**src/assert_macros.svh**
```systemverilog
// Assertion macros for the sort-then-zig-zag block.
// Clocked on aclk, disabled while aresetn is low; no other dependencies.
`ifndef ASSERT_MACROS_SVH
`define ASSERT_MACROS_SVH

// Check a property on every rising edge of aclk outside reset.
`define STZ_ASSERT(lbl, prop, msg) \
    lbl: assert property (@(posedge aclk) disable iff (!aresetn) (prop)) else $error(msg);

// Check that an event is followed by a condition in the next cycle.
`define STZ_ASSERT_NEXT(lbl, cond, nxt, msg) \
    lbl: assert property (@(posedge aclk) disable iff (!aresetn) (cond) |=> (nxt)) \
        else $error(msg);

`endif

```
**src/stz_pkg.sv**
```systemverilog
// Shared constants and types for the sort-then-zig-zag block.
// Used by stz_ctrl and sort_then_zigzag_reorder; no dependencies.
package stz_pkg;

    localparam int MAX_ITEMS_DEF = 64;
    localparam int DATA_W        = 32;

    typedef struct packed {
        logic load;
        logic last;
        logic ovf;
    } stz_emit_t;

endpackage

```
**src/stz_ram.sv**
```systemverilog
// Generic single-write, single-read synchronous RAM with registered read.
// No dependencies.
module stz_ram #(
    parameter int WIDTH = 32,
    parameter int DEPTH = 64,
    localparam int AW = (DEPTH > 1) ? $clog2(DEPTH) : 1
) (
    input  logic             aclk,
    input  logic             we,
    input  logic [AW-1:0]    waddr,
    input  logic [WIDTH-1:0] wdata,
    input  logic [AW-1:0]    raddr,
    output logic [WIDTH-1:0] rdata
);

    logic [WIDTH-1:0] mem [DEPTH];
    logic [WIDTH-1:0] rdata_reg;

    always_ff @(posedge aclk) begin
        if (we) begin
            mem[waddr] <= wdata;
        end
        rdata_reg <= mem[raddr];
    end

    assign rdata = rdata_reg;

endmodule

```
**src/stz_ctrl.sv**
```systemverilog
// Sequencer for load, in-memory insertion sort and zig-zag read-out.
// Depends on stz_pkg; drives the ports of one stz_ram instance.
module stz_ctrl #(
    parameter int MAX_ITEMS = stz_pkg::MAX_ITEMS_DEF,
    localparam int AW = (MAX_ITEMS > 1) ? $clog2(MAX_ITEMS) : 1
) (
    input  logic                       aclk,
    input  logic                       aresetn,
    input  logic                       s_tvalid,
    output logic                       s_tready,
    input  logic [stz_pkg::DATA_W-1:0] s_value,
    input  logic                       s_last,
    input  logic                       out_taken,
    output stz_pkg::stz_emit_t         emit,
    output logic                       ram_we,
    output logic [AW-1:0]              ram_waddr,
    output logic [stz_pkg::DATA_W-1:0] ram_wdata,
    output logic [AW-1:0]              ram_raddr,
    input  logic [stz_pkg::DATA_W-1:0] ram_rdata
);

    localparam int CNT_W = $clog2(MAX_ITEMS + 1);
    localparam logic [CNT_W-1:0] MaxCnt = CNT_W'(MAX_ITEMS);
    localparam logic [CNT_W-1:0] One    = CNT_W'(1);

    typedef enum logic [2:0] {
        ST_LOAD,
        ST_KEY_RD,
        ST_KEY_WAIT,
        ST_CMP,
        ST_PLACE,
        ST_EMIT_RD,
        ST_EMIT_WAIT,
        ST_EMIT_HOLD
    } state_t;

    state_t                      state_reg, state_next;
    logic [CNT_W-1:0]            cnt_reg, cnt_next;
    logic                        ovf_reg, ovf_next;
    logic [CNT_W-1:0]            i_reg, i_next;
    logic [CNT_W-1:0]            pos_reg, pos_next;
    logic [stz_pkg::DATA_W-1:0]  key_reg, key_next;

    logic [CNT_W-1:0] i_inc, i_dec, pos_dec, pos_dec2;
    logic [CNT_W-1:0] half, dpos, src_odd, src_raw, src;
    logic             last_pos;

    assign i_inc    = i_reg + One;
    assign i_dec    = i_reg - One;
    assign pos_dec  = pos_reg - One;
    assign pos_dec2 = pos_reg - CNT_W'(2);
    assign last_pos = ((pos_reg + One) == cnt_reg);

    assign half    = cnt_reg >> 1;
    assign dpos    = pos_reg >> 1;
    assign src_odd = ((half - dpos - One) << 1) | One;
    assign src_raw = pos_reg[0] ? src_odd : pos_reg;
    assign src     = (src_raw >= cnt_reg) ? (cnt_reg - One) : src_raw;

    assign s_tready = (state_reg == ST_LOAD);

    always_comb begin
        state_next = state_reg;
        cnt_next   = cnt_reg;
        ovf_next   = ovf_reg;
        i_next     = i_reg;
        pos_next   = pos_reg;
        key_next   = key_reg;
        ram_we     = 1'b0;
        ram_waddr  = '0;
        ram_wdata  = '0;
        ram_raddr  = '0;
        emit       = '0;
        case (state_reg)
            ST_LOAD: begin
                if (s_tvalid) begin
                    if (cnt_reg < MaxCnt) begin
                        ram_we    = 1'b1;
                        ram_waddr = cnt_reg[AW-1:0];
                        ram_wdata = s_value;
                        cnt_next  = cnt_reg + One;
                    end else begin
                        ovf_next = 1'b1;
                    end
                    if (s_last) begin
                        i_next     = One;
                        pos_next   = '0;
                        state_next = (cnt_next > One) ? ST_KEY_RD : ST_EMIT_RD;
                    end
                end
            end
            ST_KEY_RD: begin
                ram_raddr  = i_reg[AW-1:0];
                state_next = ST_KEY_WAIT;
            end
            ST_KEY_WAIT: begin
                key_next   = ram_rdata;
                pos_next   = i_reg;
                ram_raddr  = i_dec[AW-1:0];
                state_next = ST_CMP;
            end
            ST_CMP: begin
                ram_we    = 1'b1;
                ram_waddr = pos_reg[AW-1:0];
                if ($signed(key_reg) < $signed(ram_rdata)) begin
                    ram_wdata = ram_rdata;
                    pos_next  = pos_dec;
                    if (pos_dec == '0) begin
                        state_next = ST_PLACE;
                    end else begin
                        ram_raddr = pos_dec2[AW-1:0];
                    end
                end else begin
                    ram_wdata  = key_reg;
                    i_next     = i_inc;
                    pos_next   = '0;
                    state_next = (i_inc == cnt_reg) ? ST_EMIT_RD : ST_KEY_RD;
                end
            end
            ST_PLACE: begin
                ram_we     = 1'b1;
                ram_waddr  = '0;
                ram_wdata  = key_reg;
                i_next     = i_inc;
                pos_next   = '0;
                state_next = (i_inc == cnt_reg) ? ST_EMIT_RD : ST_KEY_RD;
            end
            ST_EMIT_RD: begin
                ram_raddr  = src[AW-1:0];
                state_next = ST_EMIT_WAIT;
            end
            ST_EMIT_WAIT: begin
                emit.load  = 1'b1;
                emit.last  = last_pos;
                emit.ovf   = ovf_reg;
                state_next = ST_EMIT_HOLD;
            end
            ST_EMIT_HOLD: begin
                if (out_taken) begin
                    if (last_pos) begin
                        cnt_next   = '0;
                        ovf_next   = 1'b0;
                        state_next = ST_LOAD;
                    end else begin
                        pos_next   = pos_reg + One;
                        state_next = ST_EMIT_RD;
                    end
                end
            end
            default: begin
                state_next = ST_LOAD;
            end
        endcase
    end

    always_ff @(posedge aclk) begin
        if (!aresetn) begin
            state_reg <= ST_LOAD;
            cnt_reg   <= '0;
            ovf_reg   <= 1'b0;
            i_reg     <= '0;
            pos_reg   <= '0;
        end else begin
            state_reg <= state_next;
            cnt_reg   <= cnt_next;
            ovf_reg   <= ovf_next;
            i_reg     <= i_next;
            pos_reg   <= pos_next;
        end
        key_reg <= key_next;
    end

endmodule

```
**src/sort_then_zigzag_reorder.sv**
```systemverilog
// Top level of the sort-then-zig-zag block: sequencer, element RAM, result register.
// Depends on stz_pkg, stz_ram, stz_ctrl and assert_macros.svh.
//
// Use: stream list elements in on the s_ channel, one signed 32-bit value per
// transaction, s_tlast on the final element. Up to MAX_ITEMS elements are kept;
// further elements are dropped and the run is flagged with m_tuser.
// A transaction without s_tlast is accepted and yields no result.
// On the closing transaction the list is insertion-sorted in the element RAM:
// each element is read as the key, larger elements before it are shifted up
// one place and the key is written into the gap, paced by the single RAM port pair.
// The list then leaves on the m_ channel in zig-zag order: even positions
// carry the even-ranked values ascending, odd positions the odd-ranked values
// descending, m_tlast on the final one. The next result is read only after the
// previous one has been taken; a stalled receiver holds the result register and the
// sequence. s_tready stays low from the closing transaction until the last
// result has been taken. Reset empties the list and clears the flag; RAM
// contents need no clearing, as only entries of the current list are read.
`include "assert_macros.svh"

module sort_then_zigzag_reorder #(
    parameter int MAX_ITEMS = stz_pkg::MAX_ITEMS_DEF,
    localparam int AW = (MAX_ITEMS > 1) ? $clog2(MAX_ITEMS) : 1
) (
    input  logic        aclk,
    input  logic        aresetn,
    input  logic        s_tvalid,
    output logic        s_tready,
    input  logic [31:0] s_tdata,   // [31:0] value
    input  logic        s_tlast,   // end_of_list
    output logic        m_tvalid,
    input  logic        m_tready,
    output logic [31:0] m_tdata,   // [31:0] value_res
    output logic        m_tlast,   // end_of_run
    output logic [0:0]  m_tuser    // [0] overflow
);

    stz_pkg::stz_emit_t         emit;
    logic                       ram_we;
    logic [AW-1:0]              ram_waddr;
    logic [AW-1:0]              ram_raddr;
    logic [stz_pkg::DATA_W-1:0] ram_wdata;
    logic [stz_pkg::DATA_W-1:0] ram_rdata;
    logic                       out_taken;

    logic                       m_valid_reg;
    logic [stz_pkg::DATA_W-1:0] m_data_reg;
    logic                       m_last_reg;
    logic                       m_ovf_reg;

    stz_ram #(
        .WIDTH (stz_pkg::DATA_W),
        .DEPTH (MAX_ITEMS)
    ) u_ram (
        .aclk  (aclk),
        .we    (ram_we),
        .waddr (ram_waddr),
        .wdata (ram_wdata),
        .raddr (ram_raddr),
        .rdata (ram_rdata)
    );

    stz_ctrl #(
        .MAX_ITEMS (MAX_ITEMS)
    ) u_ctrl (
        .aclk      (aclk),
        .aresetn   (aresetn),
        .s_tvalid  (s_tvalid),
        .s_tready  (s_tready),
        .s_value   (s_tdata),
        .s_last    (s_tlast),
        .out_taken (out_taken),
        .emit      (emit),
        .ram_we    (ram_we),
        .ram_waddr (ram_waddr),
        .ram_wdata (ram_wdata),
        .ram_raddr (ram_raddr),
        .ram_rdata (ram_rdata)
    );

    assign out_taken = m_valid_reg && m_tready;

    always_ff @(posedge aclk) begin
        if (!aresetn) begin
            m_valid_reg <= 1'b0;
        end else if (emit.load) begin
            m_valid_reg <= 1'b1;
        end else if (out_taken) begin
            m_valid_reg <= 1'b0;
        end
        if (emit.load) begin
            m_data_reg <= ram_rdata;
            m_last_reg <= emit.last;
            m_ovf_reg  <= emit.ovf;
        end
    end

    assign m_tvalid   = m_valid_reg;
    assign m_tdata    = m_data_reg;
    assign m_tlast    = m_last_reg;
    assign m_tuser[0] = m_ovf_reg;

    `STZ_ASSERT(a_in_out_excl, !(s_tready && m_tvalid), "input ready while a result is pending")
    `STZ_ASSERT_NEXT(a_close_blocks, s_tvalid && s_tready && s_tlast, !s_tready, "close not held")
    `STZ_ASSERT_NEXT(a_run_reopens, m_tvalid && m_tready && m_tlast, s_tready, "run not reopened")
    `STZ_ASSERT_NEXT(a_load_shows, emit.load, m_tvalid, "loaded result not presented")

endmodule
```
**config.mk**
```make
export PLATFORM = sky130hd
export DESIGN_NAME = sort_then_zigzag_reorder
export DESIGN_NICKNAME = d
export VERILOG_FILES = /design/src/stz_pkg.sv /design/src/stz_ram.sv /design/src/stz_ctrl.sv /design/src/sort_then_zigzag_reorder.sv
export VERILOG_INCLUDE_DIRS = /design/src /design/src/src
export SDC_FILE = /design/constraint.sdc
export NUM_CORES = 2
export LEC_CHECK = 0
export BUFFER_PORTS_ARGS = -buffer_cell sky130_fd_sc_hd__buf_2
export CAP_MARGIN = 15
export CELL_PAD_IN_SITES_DETAIL_PLACEMENT = 0
export CELL_PAD_IN_SITES_GLOBAL_PLACEMENT = 2
export CORE_MARGIN = 1.5
export CORE_UTILIZATION = 48
export CTS_BUF_LIST = sky130_fd_sc_hd__clkbuf_4
export DETAILED_ROUTE_END_ITERATION = 16
export GPL_TIMING_DRIVEN = 1
export HOLD_SLACK_MARGIN = 0.05
export PLACE_DENSITY_LB_ADDON = 0.1
export SLEW_MARGIN = 40
export SYNTH_ARGS = -nofsm -noshare
export SYNTH_HDL_FRONTEND = slang
export SYNTH_SLANG_ARGS = --single-unit
```
**constraint.sdc**
```tcl
create_clock -name aclk -period 9.45 [get_ports aclk]
set_clock_uncertainty 0.05 [all_clocks]
set_input_delay 0.945 -clock aclk [delete_from_list [all_inputs] [get_ports aclk]]
set_output_delay 0.945 -clock aclk [all_outputs]
set_load 0.02 [all_outputs]
```
==> impl_metrics.env <==
export IMPL_status="finished clean"
export IMPL_path_cells="inv_1 -> ha_1 -> a21oi_1 -> nor2b_1 -> o21ai_0 -> nand2b_1 -> a21oi_1 -> xnor2_1 -> nand2_1 -> xnor2_1 -> ha_1 -> nand2_1 -> o21ai_0 -> a21o_1 -> a211oi_1 -> o21ai_1 -> and3_4 -> buf_12 -> nand3_4 -> nor2_2 -> a22oi_1 -> a31oi_1 -> o2bb2ai_1"
export IMPL_grt_pass1_wl_mm=415
export IMPL_synthTopCellsByArea="edfxtp_1 74%, nand2_1 3.6%, o221ai_1 2.1%"
export IMPL_holdWs_ns=0.193
export IMPL_synth_warnings=0
export IMPL_grt_usage=0.326
export IMPL_cp_end_kind="flip-flop"
export IMPL_portBuffers=72
export IMPL_syn_avg_cell_area_um2=15.1
export IMPL_routed_wl_mm=298
export IMPL_cp_arrival_ns=8.98
export IMPL_rows=154
export IMPL_synth_flop_cell="edfxtp_1"
export IMPL_syn_area_mm2=0.0857
export IMPL_slew_headroom=0.368
export IMPL_clk_pin_slew_ns=0.07
export IMPL_slew_viol_final=0
export IMPL_layout_common_cells="2,114 x edfxtp_1, 866 x clkbuf_4, 822 x nand2_1"
export IMPL_drt_pass1_iterations=8
export IMPL_fin_crit_sh=0.814
export IMPL_drive_gt1_frac=0.220
export IMPL_start_kind="flip-flop"
export IMPL_fin_tns_setup_ns=0
export IMPL_placed_cells=7960
export IMPL_ioPinCount=73
export IMPL_synth_seq_area_share=0.755
export IMPL_dpl_hpwl_mm=171
export IMPL_start_util=0.485
export IMPL_synth_top_area_frac=0.741
export IMPL_synthCells=5686
export IMPL_path_max_fanout=48
export IMPL_drv_cap=0
export IMPL_final_common_cell="edfxtp_1"
export IMPL_max_vdd_ir_drop_mv=0.257
export IMPL_stdcell_count=8936
export IMPL_required_ns=10.74
export IMPL_avgRoutedWirePerCell_um=33.3
export IMPL_syn_to_final_growth_pct=13.7
export IMPL_largest_register="u_ram.mem"
export IMPL_synth_cell_types=94
export IMPL_clock_path_buffers=4
export IMPL_worstMarginPinSlew_ns=0.944
export IMPL_post_cts_resized=0
export IMPL_detail_route_antenna_nets=0
export IMPL_nets=6309
export IMPL_ys_ff_latch=2172
export IMPL_gp_congestion=0.867
export IMPL_grt_pass1_vias=54500
export IMPL_grt_max_degree=91
export IMPL_clkLatencyLatePin_ns=1.43
export IMPL_slowest_delay_ns=0.75
export IMPL_synth_top_cell_by_area="edfxtp_1"
export IMPL_async_reset_ff_frac=0
export IMPL_cts_tree="built"
export IMPL_overflow=0
export IMPL_postCtsHoldBufs=3
export IMPL_die_height_um=425
export IMPL_hold_violations=0
export IMPL_coreArea_mm2=0.177
export IMPL_setup_viol=0
export IMPL_via_per_inst=6.39
export IMPL_cts_sinks=2172
export IMPL_cts_buffers=585
export IMPL_cts_setup_buffers=0
export IMPL_htree_levels=6
export IMPL_critPathBufInv=2
export IMPL_worstSetupPathType="reg -> reg"
export IMPL_largest_reg_flops=2048
export IMPL_p_leak_uw=0.0324
export IMPL_antenna_found_initial=23
export IMPL_grt_setup_unrepaired="false"
export IMPL_die_w_um=425
export IMPL_critPathTopFamily="compound AO/OA/AOI/OAI gates"
export IMPL_dieArea_mm2=0.181
export IMPL_cts_root_buf="clkbuf_4"
export IMPL_fmax_ghz=0.130
export IMPL_min_path_type="in -> reg"
export IMPL_first_iter_violations=7795
export IMPL_postLayoutCoreUtil=0.551
export IMPL_vias=57100
export IMPL_cp_slowest_cell="nor2_2"
export IMPL_powerDensity_mw_per_mm2=312
export IMPL_remaining_drc_errors=0
export IMPL_fin_crit_ns=7.69
export IMPL_synth_edf_count=2114
export IMPL_syn_nets=5783
## path summary, 6_finish.rpt
path,slack [ns],endpoint,depth (start not counted),startpoint
setup / recovery,1.76,u_ram.rdata[10],23,u_ctrl.pos_reg[2]
hold / removal,0.19,u_ram.mem[46][29],4,s_tdata[29]
setup reg to reg,1.76,u_ram.rdata[10],23,u_ctrl.pos_reg[2]
hold reg to reg,0.48,u_ctrl.ovf_reg,2,u_ctrl.ovf_reg
## power breakdown
group          switching, uW  total [uW]  internal, uW
clock                   3820        8150          4330
sequential               335       12400         12100
combinational           7480        9840          2360
## worst reg2reg max path, delay by kind of cell (launching register included)
kind            cells  cell delay, ns
buf+inv             2            0.61
xor+xnor            2            0.32
simple gates        7            2.31
fa+ha+maj           2            0.66
flops               1            0.57
compound gates     10            3.18
## final cells by class
| class | instances | area [um^2] |
|---|---|---|
| diodes | 15 | 37.5 |
| clock buffers | 866 | 6500 |
| clock inverters | 90 | 523 |
| fillers | 14500 | 79300 |
| inverters | 91 | 350 |
| multi-input cells | 3031 | 19700 |
| flip-flops and latches | 2172 | 64600 |
| well taps | 2340 | 2930 |
| repair buffers | 331 | 2690 |
## logic make-up (layout without fill, tap and decap cells)
logic type | Yosys count | count (layout) | share of synthesized area
buffers and inverters | 483 | 1378 | 0.0266
multiplexers | 116 | 116 | 0.0137
flip-flops | 2172 | 2172 | 0.755
AND/OR/NAND/NOR | 1482 | 1482 | 0.0761
other | 0 | 15 | 0
adder cells (fa/ha/maj) | 60 | 60 | 0.00885
XOR/XNOR | 40 | 40 | 0.00409
AO/OA/AOI/OAI | 1333 | 1333 | 0.116
## cells in the mapped netlist, types with 15 or more instances
| library cell | number |
|---|---|
| edfxtp_1 | 2114 |
| nand2_1 | 826 |
| o22ai_1 | 286 |
| o221ai_1 | 205 |
| nand3_1 | 190 |
| nor2_1 | 187 |
| clkbuf_1 | 166 |
| buf_2 | 141 |
| o21ai_0 | 120 |
| a21oi_1 | 106 |
| a32oi_1 | 105 |
| mux2i_1 | 104 |
| a31oi_1 | 102 |
| inv_1 | 89 |
| and3_1 | 88 |
| nor3_1 | 88 |
| ha_1 | 59 |
| dfxtp_1 | 58 |
| o2bb2ai_1 | 47 |
| buf_4 | 45 |
| a222oi_1 | 42 |
| xnor2_1 | 32 |
| o32ai_1 | 29 |
| a22oi_1 | 28 |
| o211ai_1 | 27 |
| a211oi_1 | 26 |
| buf_1 | 24 |
| a31o_2 | 21 |
| a311oi_1 | 19 |
| a21o_1 | 16 |
| a221oi_1 | 16 |
| buf_6 | 16 |
| o22a_1 | 15 |
## routing by layer
metal | part of all wire | global-route usage | up-vias | wire, um
li1 | - | - | 24000 | -
met1 | 0.41 | 0.460 | 29300 | 122000
met2 | 0.45 | 0.492 | 3258 | 135000
met3 | 0.10 | 0.0710 | 474 | 30300
met4 | 0.038 | 0.131 | 8 | 11400
met5 | 0.00022 | 0 | - | 67
## per-stage QoR
step / total power [uW] / setup slack, ns / instance area [um^2]
finish: 30400 / 1.76 / 97400
floorplan: 17300 / 4.32 / 85700
global placement: 22000 / 1.02 / 89800
CTS: 30400 / 1.88 / 97300
global route: 31400 / 1.43 / 97400
detailed placement: 22300 / 1.85 / 90200
Note: power is estimated with default switching activity, not from simulation.
